## config.mk

```make
export PLATFORM = sky130hd
export DESIGN_NAME = rounded_rect_row_span_flat
export DESIGN_NICKNAME = d
export VERILOG_FILES = /design/src/hw/rtl/rrrs_pkg.sv /design/src/hw/rtl/rrrs_row_if.sv /design/src/hw/rtl/rrrs_span_if.sv /design/src/hw/rtl/rrrs_front.sv /design/src/hw/rtl/rrrs_sqrt.sv /design/src/hw/rtl/rrrs_back.sv /design/src/hw/rtl/rounded_rect_row_span.sv /design/src/flat_wrapper.sv
export SDC_FILE = /design/constraint.sdc
export NUM_CORES = 1
export LEC_CHECK = 0
export ABC_CLOCK_PERIOD_IN_PS = 20300
export BUFFER_PORTS_ARGS = -buffer_cell sky130_fd_sc_hd__buf_2
export CAP_MARGIN = 20
export CORE_ASPECT_RATIO = 1.5
export CORE_MARGIN = 1.5
export CORE_UTILIZATION = 35
export CTS_CLUSTER_DIAMETER = 80
export DETAILED_ROUTE_END_ITERATION = 12
export PLACE_DENSITY_LB_ADDON = 0.05
export SETUP_SLACK_MARGIN = 0.1
export SLEW_MARGIN = 20
export SYNTH_ARGS = -nofsm -noshare
export SYNTH_HDL_FRONTEND = slang
export SYNTH_SLANG_ARGS = --single-unit
export TNS_END_PERCENT = 20
```

## constraint.sdc

```tcl
create_clock -name clk -period 20.3 [get_ports clk]
set_input_delay 0 -clock clk [delete_from_list [all_inputs] [get_ports clk]]
set_output_delay 0 -clock clk [all_outputs]
set_load 0.02 [all_outputs]
```

## src/hw/rtl/rrrs_pkg.sv

```systemverilog
// Shared types and constants for the rounded-rectangle row span block.
package rrrs_pkg;

  // Field widths
  localparam int DIM_W   = 12;              // width, height, radius, row
  localparam int START_W = 11;              // span start column
  localparam int RAD_W   = DIM_W - 1;       // clamped radius, at most half a side
  localparam int D_W     = 2 * DIM_W;       // radicand, below 4*r*r
  localparam int ROOT_W  = D_W / 2;         // square root of the radicand
  localparam int REM_W   = ROOT_W + 2;      // root remainder, at most 2*root
  localparam int SQ_STAGES = ROOT_W;        // one root digit per stage
  localparam int IDX_W   = 2;               // configuration index

  // Configuration register indexes
  typedef enum logic [IDX_W-1:0] {
    REG_WIDTH  = 2'd0,
    REG_HEIGHT = 2'd1,
    REG_RADIUS = 2'd2
  } cfg_reg_t;

  // Row classification that travels with the radicand
  typedef struct packed {
    logic             empty;   // no coverage at all
    logic             full;    // full width, no corner inset
    logic [DIM_W-1:0] two_r;   // twice the clamped radius
  } rrrs_info_t;

  typedef struct packed {
    rrrs_info_t     info;
    logic [D_W-1:0] d;
  } rrrs_sq_t;

  typedef struct packed {
    rrrs_info_t        info;
    logic [ROOT_W-1:0] root;
  } rrrs_root_t;

endpackage

```

## src/hw/rtl/rrrs_row_if.sv

```systemverilog
// Row request channel: one row index per request.
interface rrrs_row_if;
  logic                        valid;
  logic                        ready;
  logic [rrrs_pkg::DIM_W-1:0]  row_index;

  modport source (output valid, output row_index, input ready);
  modport sink   (input valid, input row_index, output ready);
endinterface

```

## src/hw/rtl/rrrs_span_if.sv

```systemverilog
// Span result channel: start column and length of one row.
interface rrrs_span_if;
  logic                          valid;
  logic                          ready;
  logic [rrrs_pkg::START_W-1:0]  span_start;
  logic [rrrs_pkg::DIM_W-1:0]    span_length;

  modport source (output valid, output span_start, output span_length, input ready);
  modport sink   (input valid, input span_start, input span_length, output ready);
endinterface

```

## src/hw/rtl/rrrs_front.sv

```systemverilog
// Front stages: radius clamp, bottom mirror, row class, radicand multiply.
module rrrs_front (
  input  logic                        clk,
  input  logic                        rst,
  input  logic [rrrs_pkg::DIM_W-1:0]  width,
  input  logic [rrrs_pkg::DIM_W-1:0]  height,
  input  logic [rrrs_pkg::DIM_W-1:0]  radius,
  input  logic                        in_valid,
  output logic                        in_ready,
  input  logic [rrrs_pkg::DIM_W-1:0]  row_index,
  output logic                        out_valid,
  input  logic                        out_ready,
  output rrrs_pkg::rrrs_sq_t          out_data
);

  // Stage 1 registers
  logic                         v1;
  logic                         empty1;
  logic                         full1;
  logic [rrrs_pkg::RAD_W-1:0]   ym1;
  logic [rrrs_pkg::RAD_W-1:0]   r1;

  // Stage 2 register
  logic                         v2;

  logic ready1, ready2;

  // Stage 1 logic
  logic [rrrs_pkg::DIM_W-1:0]   min_side;
  logic [rrrs_pkg::RAD_W-1:0]   half;
  logic [rrrs_pkg::RAD_W-1:0]   r_clamp;
  logic [rrrs_pkg::DIM_W-1:0]   bottom_start;
  logic [rrrs_pkg::DIM_W-1:0]   y_mirror;
  logic                         empty_c;
  logic                         full_c;

  // Stage 2 logic
  logic [rrrs_pkg::DIM_W-1:0]   odd_y;      // 2y+1
  logic [rrrs_pkg::DIM_W:0]     far_term;   // 4r-2y-1
  logic [rrrs_pkg::D_W:0]       prod;

  assign ready2    = !v2 || out_ready;
  assign ready1    = !v1 || ready2;
  assign in_ready  = ready1;
  assign out_valid = v2;

  // Clamp radius, mirror the bottom corner band, classify the row
  always_comb begin
    min_side     = (width < height) ? width : height;
    half         = min_side[rrrs_pkg::DIM_W-1:1];
    r_clamp      = (radius > {1'b0, half}) ? half : radius[rrrs_pkg::RAD_W-1:0];
    bottom_start = height - {1'b0, r_clamp};
    y_mirror     = (row_index >= bottom_start) ? (height - 12'd1 - row_index) : row_index;
    empty_c      = (width == '0) || (height == '0) || (row_index >= height);
    full_c       = (r_clamp == '0) || (y_mirror >= {1'b0, r_clamp});
  end

  // D = (2y+1)(4r-2y-1) = 4r^2 - (2r-2y-1)^2
  always_comb begin
    odd_y    = {ym1, 1'b1};
    far_term = {r1, 2'b00} - {1'b0, ym1, 1'b0} - 13'd1;
    prod     = {13'b0, odd_y} * {12'b0, far_term};
  end

  // Valid bits
  always_ff @(posedge clk) begin
    if (rst) begin
      v1 <= 1'b0;
      v2 <= 1'b0;
    end else begin
      if (ready1) v1 <= in_valid;
      if (ready2) v2 <= v1;
    end
  end

  // Payload
  always_ff @(posedge clk) begin
    if (ready1 && in_valid) begin
      empty1 <= empty_c;
      full1  <= full_c;
      ym1    <= y_mirror[rrrs_pkg::RAD_W-1:0];
      r1     <= r_clamp;
    end
    if (ready2 && v1) begin
      out_data.info.empty <= empty1;
      out_data.info.full  <= full1;
      out_data.info.two_r <= {r1, 1'b0};
      out_data.d          <= prod[rrrs_pkg::D_W-1:0];
    end
  end

endmodule

```

## src/hw/rtl/rrrs_sqrt.sv

```systemverilog
// Pipelined integer square root, one root digit per stage.
module rrrs_sqrt (
  input  logic                 clk,
  input  logic                 rst,
  input  logic                 in_valid,
  output logic                 in_ready,
  input  rrrs_pkg::rrrs_sq_t   in_data,
  output logic                 out_valid,
  input  logic                 out_ready,
  output rrrs_pkg::rrrs_root_t out_data
);

  localparam int N = rrrs_pkg::SQ_STAGES;

  logic                          v     [N];
  logic                          rdy   [N+1];
  rrrs_pkg::rrrs_info_t          info  [N];
  logic [rrrs_pkg::D_W-1:0]      dsh   [N];
  logic [rrrs_pkg::REM_W-1:0]    rem   [N];
  logic [rrrs_pkg::ROOT_W-1:0]   root  [N];

  assign rdy[N]    = out_ready;
  assign in_ready  = rdy[0];
  assign out_valid = v[N-1];
  assign out_data.info = info[N-1];
  assign out_data.root = root[N-1];

  for (genvar s = 0; s < N; s++) begin : g_stage
    logic                          vin;
    rrrs_pkg::rrrs_info_t          info_in;
    logic [rrrs_pkg::D_W-1:0]      d_in;
    logic [rrrs_pkg::REM_W-1:0]    rem_in;
    logic [rrrs_pkg::ROOT_W-1:0]   root_in;
    logic [rrrs_pkg::REM_W+1:0]    cur;
    logic [rrrs_pkg::REM_W+1:0]    trial;
    logic                          take;

    // Source of this stage: the input or the previous stage
    if (s == 0) begin : g_first
      assign vin     = in_valid;
      assign info_in = in_data.info;
      assign d_in    = in_data.d;
      assign rem_in  = '0;
      assign root_in = '0;
    end else begin : g_next
      assign vin     = v[s-1];
      assign info_in = info[s-1];
      assign d_in    = dsh[s-1];
      assign rem_in  = rem[s-1];
      assign root_in = root[s-1];
    end

    assign rdy[s] = !v[s] || rdy[s+1];

    // Bring down two radicand bits, try (4*root + 1)
    always_comb begin
      cur   = {rem_in, d_in[rrrs_pkg::D_W-1 -: 2]};
      trial = {2'b00, root_in, 2'b01};
      take  = (cur >= trial);
    end

    always_ff @(posedge clk) begin
      if (rst) begin
        v[s] <= 1'b0;
      end else if (rdy[s]) begin
        v[s] <= vin;
      end
    end

    always_ff @(posedge clk) begin
      if (rdy[s] && vin) begin
        info[s] <= info_in;
        dsh[s]  <= {d_in[rrrs_pkg::D_W-3:0], 2'b00};
        rem[s]  <= take ? rrrs_pkg::REM_W'(cur - trial) : cur[rrrs_pkg::REM_W-1:0];
        root[s] <= {root_in[rrrs_pkg::ROOT_W-2:0], take};
      end
    end
  end

endmodule

```

## src/hw/rtl/rrrs_back.sv

```systemverilog
// Output stage: corner inset from the root, span start and length register.
module rrrs_back (
  input  logic                        clk,
  input  logic                        rst,
  input  logic [rrrs_pkg::DIM_W-1:0]  width,
  input  logic                        in_valid,
  output logic                        in_ready,
  input  rrrs_pkg::rrrs_root_t        in_data,
  rrrs_span_if.source                 span
);

  logic                            ready;
  logic [rrrs_pkg::DIM_W:0]        ceil_sum;   // 2r - q + 1
  logic [rrrs_pkg::DIM_W-1:0]      inset;
  logic [rrrs_pkg::DIM_W:0]        both;       // 2*inset
  logic [rrrs_pkg::START_W-1:0]    start_c;
  logic [rrrs_pkg::DIM_W-1:0]      len_c;

  assign ready    = !span.valid || span.ready;
  assign in_ready = ready;

  // inset = ceil((2r - isqrt(D)) / 2), then span selection
  always_comb begin
    ceil_sum = {1'b0, in_data.info.two_r} - {1'b0, in_data.root} + 13'd1;
    inset    = ceil_sum[rrrs_pkg::DIM_W:1];
    both     = {inset, 1'b0};
    priority if (in_data.info.empty) begin
      start_c = '0;
      len_c   = '0;
    end else if (in_data.info.full) begin
      start_c = '0;
      len_c   = width;
    end else if (both >= {1'b0, width}) begin
      start_c = '0;
      len_c   = '0;
    end else begin
      start_c = inset[rrrs_pkg::START_W-1:0];
      len_c   = width - both[rrrs_pkg::DIM_W-1:0];
    end
  end

  always_ff @(posedge clk) begin
    if (rst) begin
      span.valid <= 1'b0;
    end else if (ready) begin
      span.valid <= in_valid;
    end
  end

  always_ff @(posedge clk) begin
    if (ready && in_valid) begin
      span.span_start  <= start_c;
      span.span_length <= len_c;
    end
  end

endmodule

```

## src/hw/rtl/rounded_rect_row_span.sv

```systemverilog
// Top level of the rounded-rectangle row span generator.
//
//   channel  dir  payload                         handshake
//   row      in   row_index[11:0]                 valid/ready
//   span     out  span_start[10:0], span_length   valid/ready
//   cfg      in   cfg_index[1:0], cfg_data[11:0]  cfg_we, no back-pressure
//
// One request per cycle while the span output is not stalled; the path has
// two front stages (clamp and mirror, radicand multiply), twelve square-root
// stages of one digit each, and the output register. The root pipeline sets the depth.
// Reset clears the valid bits and the size and radius registers.
// Each stage has its own ready, so a stalled output holds only the stages
// behind it that are full; bubbles keep filling while a result waits.
module rounded_rect_row_span #(
  parameter int MAX_DIM = 4096
) (
  input  logic                        clk,
  input  logic                        rst,
  input  logic                        cfg_we,
  input  logic [rrrs_pkg::IDX_W-1:0]  cfg_index,
  input  logic [rrrs_pkg::DIM_W-1:0]  cfg_data,
  rrrs_row_if.sink                    row,
  rrrs_span_if.source                 span
);

  localparam int FIELD_MAX = (1 << rrrs_pkg::DIM_W) - 1;
  localparam int SAT_INT   = (MAX_DIM - 1 > FIELD_MAX) ? FIELD_MAX : MAX_DIM - 1;
  localparam logic [rrrs_pkg::DIM_W-1:0] DIM_MAX = rrrs_pkg::DIM_W'(SAT_INT);

  logic [rrrs_pkg::DIM_W-1:0]  width;
  logic [rrrs_pkg::DIM_W-1:0]  height;
  logic [rrrs_pkg::DIM_W-1:0]  radius;
  logic [rrrs_pkg::DIM_W-1:0]  cfg_sat;

  logic                 f_valid, f_ready;
  rrrs_pkg::rrrs_sq_t   f_data;
  logic                 s_valid, s_ready;
  rrrs_pkg::rrrs_root_t s_data;

  // Size registers, saturated to the largest supported dimension
  assign cfg_sat = (cfg_data > DIM_MAX) ? DIM_MAX : cfg_data;

  always_ff @(posedge clk) begin
    if (rst) begin
      width  <= '0;
      height <= '0;
      radius <= '0;
    end else if (cfg_we) begin
      unique case (cfg_index)
        rrrs_pkg::REG_WIDTH:  width  <= cfg_sat;
        rrrs_pkg::REG_HEIGHT: height <= cfg_sat;
        rrrs_pkg::REG_RADIUS: radius <= cfg_sat;
        default: ;
      endcase
    end
  end

  rrrs_front u_front (
    .clk       (clk),
    .rst       (rst),
    .width     (width),
    .height    (height),
    .radius    (radius),
    .in_valid  (row.valid),
    .in_ready  (row.ready),
    .row_index (row.row_index),
    .out_valid (f_valid),
    .out_ready (f_ready),
    .out_data  (f_data)
  );

  rrrs_sqrt u_sqrt (
    .clk       (clk),
    .rst       (rst),
    .in_valid  (f_valid),
    .in_ready  (f_ready),
    .in_data   (f_data),
    .out_valid (s_valid),
    .out_ready (s_ready),
    .out_data  (s_data)
  );

  rrrs_back u_back (
    .clk      (clk),
    .rst      (rst),
    .width    (width),
    .in_valid (s_valid),
    .in_ready (s_ready),
    .in_data  (s_data),
    .span     (span)
  );

endmodule
```

## src/flat_wrapper.sv

```systemverilog
// flat-port wrapper written by rule: the top's interface ports become plain ports
module rounded_rect_row_span_flat 
#(
  parameter int MAX_DIM = 4096
)
  (clk, rst, cfg_we, cfg_index, cfg_data, row_valid, row_row_index, row_ready, span_valid, span_span_start, span_span_length, span_ready);
  rrrs_row_if row_i ();
  rrrs_span_if span_i ();
  input  logic clk;
  input  logic rst;
  input  logic cfg_we;
  input  logic [rrrs_pkg::IDX_W-1:0] cfg_index;
  input  logic [rrrs_pkg::DIM_W-1:0] cfg_data;
  input wire logic [$bits(row_i.valid)-1:0] row_valid;
  input wire logic [$bits(row_i.row_index)-1:0] row_row_index;
  output wire logic [$bits(row_i.ready)-1:0] row_ready;
  output wire logic [$bits(span_i.valid)-1:0] span_valid;
  output wire logic [$bits(span_i.span_start)-1:0] span_span_start;
  output wire logic [$bits(span_i.span_length)-1:0] span_span_length;
  input wire logic [$bits(span_i.ready)-1:0] span_ready;
  assign row_i.valid = row_valid;
  assign row_i.row_index = row_row_index;
  assign row_ready = row_i.ready;
  assign span_valid = span_i.valid;
  assign span_span_start = span_i.span_start;
  assign span_span_length = span_i.span_length;
  assign span_i.ready = span_ready;
  rounded_rect_row_span #(.MAX_DIM(MAX_DIM)) u_core (.clk(clk), .rst(rst), .cfg_we(cfg_we), .cfg_index(cfg_index), .cfg_data(cfg_data), .row(row_i), .span(span_i));
endmodule
```

== Word-level counts from Yosys, hierarchy flattened ==
Memories as Yosys holds them, arrays and structs flattened.
Index checks and enable logic that the tools add are counted.
Word-level totals
  bits in writable memories: 756
  memories: 5
  register bits: 123
  input port bits: 31
  output and inout bits: 25
  logic and storage cells: 223
Operators by class
  equal/unequal tests: 2
  $mul: 1
  add/subtract/negate cells: 20
  bitwise gates (word level): 12
  magnitude comparators: 19
  reductions and logical operators: 56
  mux-type cells: 92
Memory list
  u_core.u_sqrt.dsh: depth 12, bits a word 22, rd ports 11, clocked after memory_dff 0, wr ports 12, line rrrs_sqrt.sv:18  | logic [rrrs_pkg::D_W-1:0] dsh [N];
  u_core.u_sqrt.info: depth 12, bits a word 14, rd ports 12, clocked after memory_dff 0, wr ports 12, line rrrs_sqrt.sv:17  | rrrs_pkg::rrrs_info_t info [N];
  u_core.u_sqrt.rem: depth 12, bits a word 14, rd ports 11, clocked after memory_dff 0, wr ports 12, line rrrs_sqrt.sv:19  | logic [rrrs_pkg::REM_W-1:0] rem [N];
  u_core.u_sqrt.root: depth 12, bits a word 12, rd ports 12, clocked after memory_dff 0, wr ports 12, line rrrs_sqrt.sv:20  | logic [rrrs_pkg::ROOT_W-1:0] root [N];
  u_core.u_sqrt.v: depth 12, bits a word 1, rd ports 12, clocked after memory_dff 0, wr ports 12, line rrrs_sqrt.sv:15  | logic v [N];
Operators with widths (number)
  $ge A16 B14 Y1: 11
  $mux W14: 12
  $sub A14 B14 Y14: 11
  $mux W1: 74
  $mux W12: 5
  $ge A12 B12 Y1: 2
  $logic_not A12 Y1: 2
  $mul A12 B13 Y24: 1
  $sub A12 B12 Y12: 2
  $logic_or A1 B1 Y1: 18
  $logic_and A1 B1 Y1: 15
  $logic_not A1 Y1: 15
  $add A13 B1 Y13 const B: 1
  $ge A13 B12 Y1: 1
  $sub A12 B12 Y13: 1
  $sub A13 B1 Y13 const B: 1
  $sub A13 B12 Y13: 1
  $ge A12 B11 Y1: 1
  $gt A12 B11 Y1: 1
  $gt A12 B12 Y1 const B: 1
  $lt A12 B12 Y1: 1
  $or A1 B1 Y1: 12
  $sub A12 B1 Y12 const B: 1
  $sub A12 B11 Y12: 1
  9 further kinds: 11

== Longest topological paths before layout ==
  depth in word-level cells: 18
  depth in mapped cells: 44
  gate-level depth less buffers: 40

== Cells and area by module ==
Synthesis repeated with hierarchy kept, for this count alone.
Unflattened totals
  cells, all modules: 2811
  area, all modules: 34969.8 sq um
By module, submodules not included
  rrrs_sqrt: times used 1, sequential area each 15915.3 sq um, area an instance 21587.0 sq um, cells each 1400
  rrrs_front: times used 1, sequential area each 1811.7 sq um, area an instance 9359.0 sq um, cells each 1000
  rrrs_back: times used 1, sequential area each 710.7 sq um, area an instance 2548.7 sq um, cells each 278
  rounded_rect_row_span: times used 1, sequential area each 720.7 sq um, area an instance 1475.2 sq um, cells each 133

== Worst setup path before layout ==
OpenSTA, ideal clock, no wires.
  path kind: reg-to-reg
  from: register u_core.height[1] (netlist name)
  to: register u_core.u_front.full1, data pin
  period minus slack after synthesis: 8.180 ns
  buffers on the path: 4
  library setup time: 0.269 ns
  arrival time: 7.912 ns
  path slack: 12.120 ns
  required time: 20.031 ns
  stages on the path, launching flop included: 43
  cells stage by stage: dfxtp_1 -> inv_1 -> ha_1 -> a211oi_2 -> o21bai_1 -> a211oi_4 -> buf_2 -> buf_1 -> o21ai_0 -> ha_1 -> nor2b_1 -> o21a_1 -> o211ai_1 -> and2_1 -> o311a_2 -> o211a_4 -> nor2_8 -> buf_1 -> [7 not listed] -> o21ai_2 -> xnor2_1 -> ha_1 -> a21o_1 -> a21oi_1 -> o21ai_0 -> a31oi_1 -> o21ai_0 -> clkbuf_1 -> nand2_1 -> o21ai_0 -> ha_1 -> a21o_1 -> a21o_1 -> a2111oi_0 -> o21ai_0 -> a41oi_1 -> o211ai_1
On the way
  cells in the longest elaborated chain, start to end: 9
  elaborated cells on any way between the ends: 12
  classes of those cells: 3 x add/sub; 4 x order compare; 3 x mux; 2 x reduce/logical
RTL lines
  from (decl): line rounded_rect_row_span.sv:31  | logic [rrrs_pkg::DIM_W-1:0] height;
  from (signal assigned): line rounded_rect_row_span.sv:51  | rrrs_pkg::REG_HEIGHT: height <= cfg_sat;
  $lt A12 B12 Y1: line rrrs_front.sv:49  | min_side = (width < height) ? width : height;
  $mux W12 (*): line rrrs_front.sv:49
  $gt A12 B11 Y1: line rrrs_front.sv:51  | r_clamp = (radius > {1'b0, half}) ? half : radius[rrrs_pkg::RAD_W-1:0];
  $mux W11 (*): line rrrs_front.sv:51
  via u_core.u_front.r_clamp (one bit): line rrrs_front.sv:31  | logic [rrrs_pkg::RAD_W-1:0] r_clamp;
  $sub A12 B11 Y12 (*): line rrrs_front.sv:52  | bottom_start = height - {1'b0, r_clamp};
  $ge A12 B12 Y1 (*): line rrrs_front.sv:53  | y_mirror = (row_index >= bottom_start) ? (height - 12'd1 - row_index) : row_index;
  $mux W12 (*): line rrrs_front.sv:53
  via u_core.u_front.y_mirror (one bit): line rrrs_front.sv:33  | logic [rrrs_pkg::DIM_W-1:0] y_mirror;
  $ge A12 B11 Y1 (*): line rrrs_front.sv:55  | full_c = (r_clamp == '0) || (y_mirror >= {1'b0, r_clamp});
  $logic_or A1 B1 Y1 (*): line rrrs_front.sv:55
  via u_core.u_front.full_c: line rrrs_front.sv:35  | logic full_c;
  to (signal assigned): line rrrs_front.sv:80  | full1 <= full_c;
  to (decl): line rrrs_front.sv:19  | logic full1;
Mark *: on every way through the listed nets, which the timed path passes. The rest lies on a longest branch.
A chain may end at the register's enable or synchronous reset.

== Worst setup path in the final report ==
  from: register u_core.height[1] (netlist name)
  to: register u_core.u_front.full1, data pin
On the way
  cells in the longest elaborated chain, start to end: 9
  elaborated cells on any way between the ends: 12
  classes of those cells: 3 x add/sub; 4 x order compare; 3 x mux; 2 x reduce/logical
RTL lines (line)
  $lt A12 B12 Y1: rrrs_front.sv:49
  $mux W12: rrrs_front.sv:49
  $gt A12 B11 Y1: rrrs_front.sv:51
  $mux W11: rrrs_front.sv:51
  $sub A12 B11 Y12: rrrs_front.sv:52
  $ge A12 B12 Y1: rrrs_front.sv:53
  $mux W12 (*): rrrs_front.sv:53
  via u_core.u_front.y_mirror (one bit): rrrs_front.sv:33
  $ge A12 B11 Y1 (*): rrrs_front.sv:55
  $logic_or A1 B1 Y1 (*): rrrs_front.sv:55
  via u_core.u_front.full_c: rrrs_front.sv:35
Marked as above.

==> impl_metrics.ini <==
[sta]
final-hold-violation-count = 0
post-route-min-period_ns = 9.27
final_max_slew_viol_count = 0
clock_skew_ns = 0.0348
rsz0062_at_grt = false
finalSetupViolations = 0
fin_setup_tns_ns = 0
tightest_slew_ns = 1.02
slew_headroom_pct = 32.0
holdWs_ns = 0.230
max_clock_freq_ghz = 0.108
post-route-period-util_pct = 45.7

[synth]
seq_area_frac_synth_pct = 55.2
ys_ff_latch = 602
synthArstFlopShare_pct = 0
syn_area_mm2 = 0.0321
synthFlopType = edfxtp_1
syn-num-nets = 3024
synth_cell_types = 82
netlist_top_cells_area = edfxtp_1 (53%), ha_1 (10%), fa_1 (6.9%), inv_1 (3.8%), nor2_1 (2.6%)
yosys.area.top_type = edfxtp_1
synth_cells = 2623
syn_area_per_cell_um2 = 12.2
synth.top_cell.area_share_pct = 52.7
ys_warn_count = 0
synth_edf_count = 563

[die]
initial_core_util_pct = 35.4
num_rows = 135
dieArea_mm2 = 0.0934
fp.coreArea_mm2 = 0.0905
ios = 56
chipWidth_um = 250
die_h_um = 374

[layout]
drive_above_1_share_pct = 8.19
syn_to_final_growth_pct = 14.2
num-nets-final = 3172
antenna_cells = 0

[flow_run]
max_cap_viol_count = 0

[drt]
num_vias = 18900
drcViolationCount = 0
postRouteAntennaNets = 0
via_per_inst = 4.75
wl_per_cell_um = 16.8
dr.first_iter.drc_count = 802
drt_wl_total_mm = 67.1
dr.pass1.iters = 5

[clock_network]
cts_made_buffers = 66
cts_setup_buffers = 0
cts_hold_buf = 54
cts_max_level = 3
clock_path_buffers = 3
cts_resized = 0
clk_pin_slew_worst_paths_ns = 0.06
root_buffer = clkbuf_16
clock_latency_ns = 0.63
cts_sinks = 602
cts_tree = built

[setup_path]
rrSetupSlack_ns = 11.03
max_stage_delay_ns = 0.90
worstSetupPathType = flip-flop to flip-flop
worstPathRequired_ns = 20.66
end_kind = flip-flop
worst_path_most_repeated_cell = ha_1
arrival_ns = 9.63
path_max_fanout = 25
crit_path_start_kind = flip-flop
slowest_stage = a211oi_4

[grt]
antenna_found_initial = 0
first_global_vias = 20300
grt_pass1_wl_mm = 108
grt_util_all_layers_pct = 14.8
grt.overflow.total = 0
grt_max_degree = 62

[min_path]
hold_class = input pin to flip-flop

[run_status]
status = completed

[placed_design]
place_hpwl_mm = 51.9
io_buffers = 55
gp_congestion = 0.834
## cells in the final DEF (no fill, tap or decap), types with 8 or more instances in the layout
cell	synthesis	layout
or3_1	12	12
a21boi_0	22	20
o21a_1	35	34
fa_1	111	111
nand3_1	20	20
mux2i_1	20	20
ha_1	259	259
clkinv_1	3	14
a21oi_1	137	136
a31oi_1	9	8
nand4_1	9	9
dfxtp_1	39	39
buf_2	1	55
nor4_1	15	15
o31ai_1	15	15
nor2_1	224	224
nor2b_1	46	38
clkinv_2	0	11
and2_1	30	27
dlygate4sd3_1	0	54
o21ai_0	86	85
and3_1	11	11
a21o_1	50	50
clkbuf_16	0	67
or2_2	11	11
xnor2_1	96	96
inv_1	323	323
edfxtp_1	563	563
buf_4	0	19
nor3_1	39	39
xor2_1	43	43
o211ai_1	12	12
clkbuf_1	45	10
nand2b_1	38	38
nand2_1	195	195
## worst max-delay path: cells and delay by family (launching register included)
family	cells	cell delay [ns]
AOI/OAI and AO/OA	22	4.89
adders and majority gates	5	1.62
and+or+nand+nor	4	0.87
muxes	1	0.53
DFF	1	0.50
buffers and inverters	2	0.44
xor gates and xnor gates	1	0.15
## layout make-up
class / count / area (µm²)
clock inverter: 38 / 415
sequential: 602 / 17700
fill: 8611 / 53900
timing repair buffer: 130 / 998
inverter: 329 / 1230
clock buffer: 80 / 1760
tap: 1164 / 1460
multi-input combinational: 1642 / 13000
## logic make-up (layout without fill, tap and decap cells)
kind of cell | Yosys count | in the layout | synth area share [%]
AO/OA/AOI/OAI | 424 | 424 | 8.62
XOR/XNOR | 139 | 139 | 3.80
adder cells (fa/ha/maj) | 371 | 371 | 17.1
buffers and inverters | 379 | 577 | 4.44
flip-flops | 602 | 602 | 55.2
multiplexers | 26 | 26 | 0.835
other | 1 | 1 | 0.0117
AND/OR/NAND/NOR | 681 | 681 | 10.0
## Yosys cell counts, types with 35 or more instances
library cell / n
a21o_1: 50
a21oi_1: 137
clkbuf_1: 45
dfxtp_1: 39
edfxtp_1: 563
fa_1: 111
ha_1: 259
inv_1: 323
nand2_1: 195
nand2b_1: 38
nor2_1: 224
nor2b_1: 46
nor3_1: 39
o21a_1: 35
o21ai_0: 86
xnor2_1: 96
xor2_1: 43
## metrics by stage
stage | std cells | area (µm²) | util, % | setup slack, ns
global route | 3985 | 36600 | 40.4 | 10.55
detailed placement | 3811 | 33800 | 37.4 | 11.15
CTS | 3983 | 36500 | 40.4 | 11.13
global placement | 3811 | 33800 | 37.4 | 11.22
finish | 3985 | 36600 | 40.4 | 11.03
floorplan | 2623 | 32100 | - | 12.12
## path summary, 6_finish.rpt
check / to / startpoint / cells after the start
hold reg to reg: u_core.u_sqrt.dsh[2][19] / u_core.u_sqrt.dsh[1][17] / 0
hold / removal: u_core.width[0] / cfg_data[0] / 4
setup reg to reg: u_core.u_front.full1 / u_core.height[1] / 35
setup / recovery: u_core.u_front.full1 / u_core.height[1] / 35
## state kept, by name, indices dropped and copies added (netlist names), 12 cells and up
register                        cells
u_core.height                      12
u_core.radius                      12
u_core.u_back.span.span_length     12
u_core.u_front.out_data            35
u_core.u_sqrt.dsh                 110
u_core.u_sqrt.info                156
u_core.u_sqrt.rem                 126
u_core.u_sqrt.root                 77
u_core.u_sqrt.v                    12
u_core.width                       12
## per-layer routing
metal	wire [µm]	global-route usage, %
met2	36200	28.0
met5	0	0
met3	2130	2.68
met1	26700	16.2
met4	2130	5.90
Power is left out: the tool's default activity adds up to more than one toggle a clock period on the data nets, which glitch-free logic cannot reach.
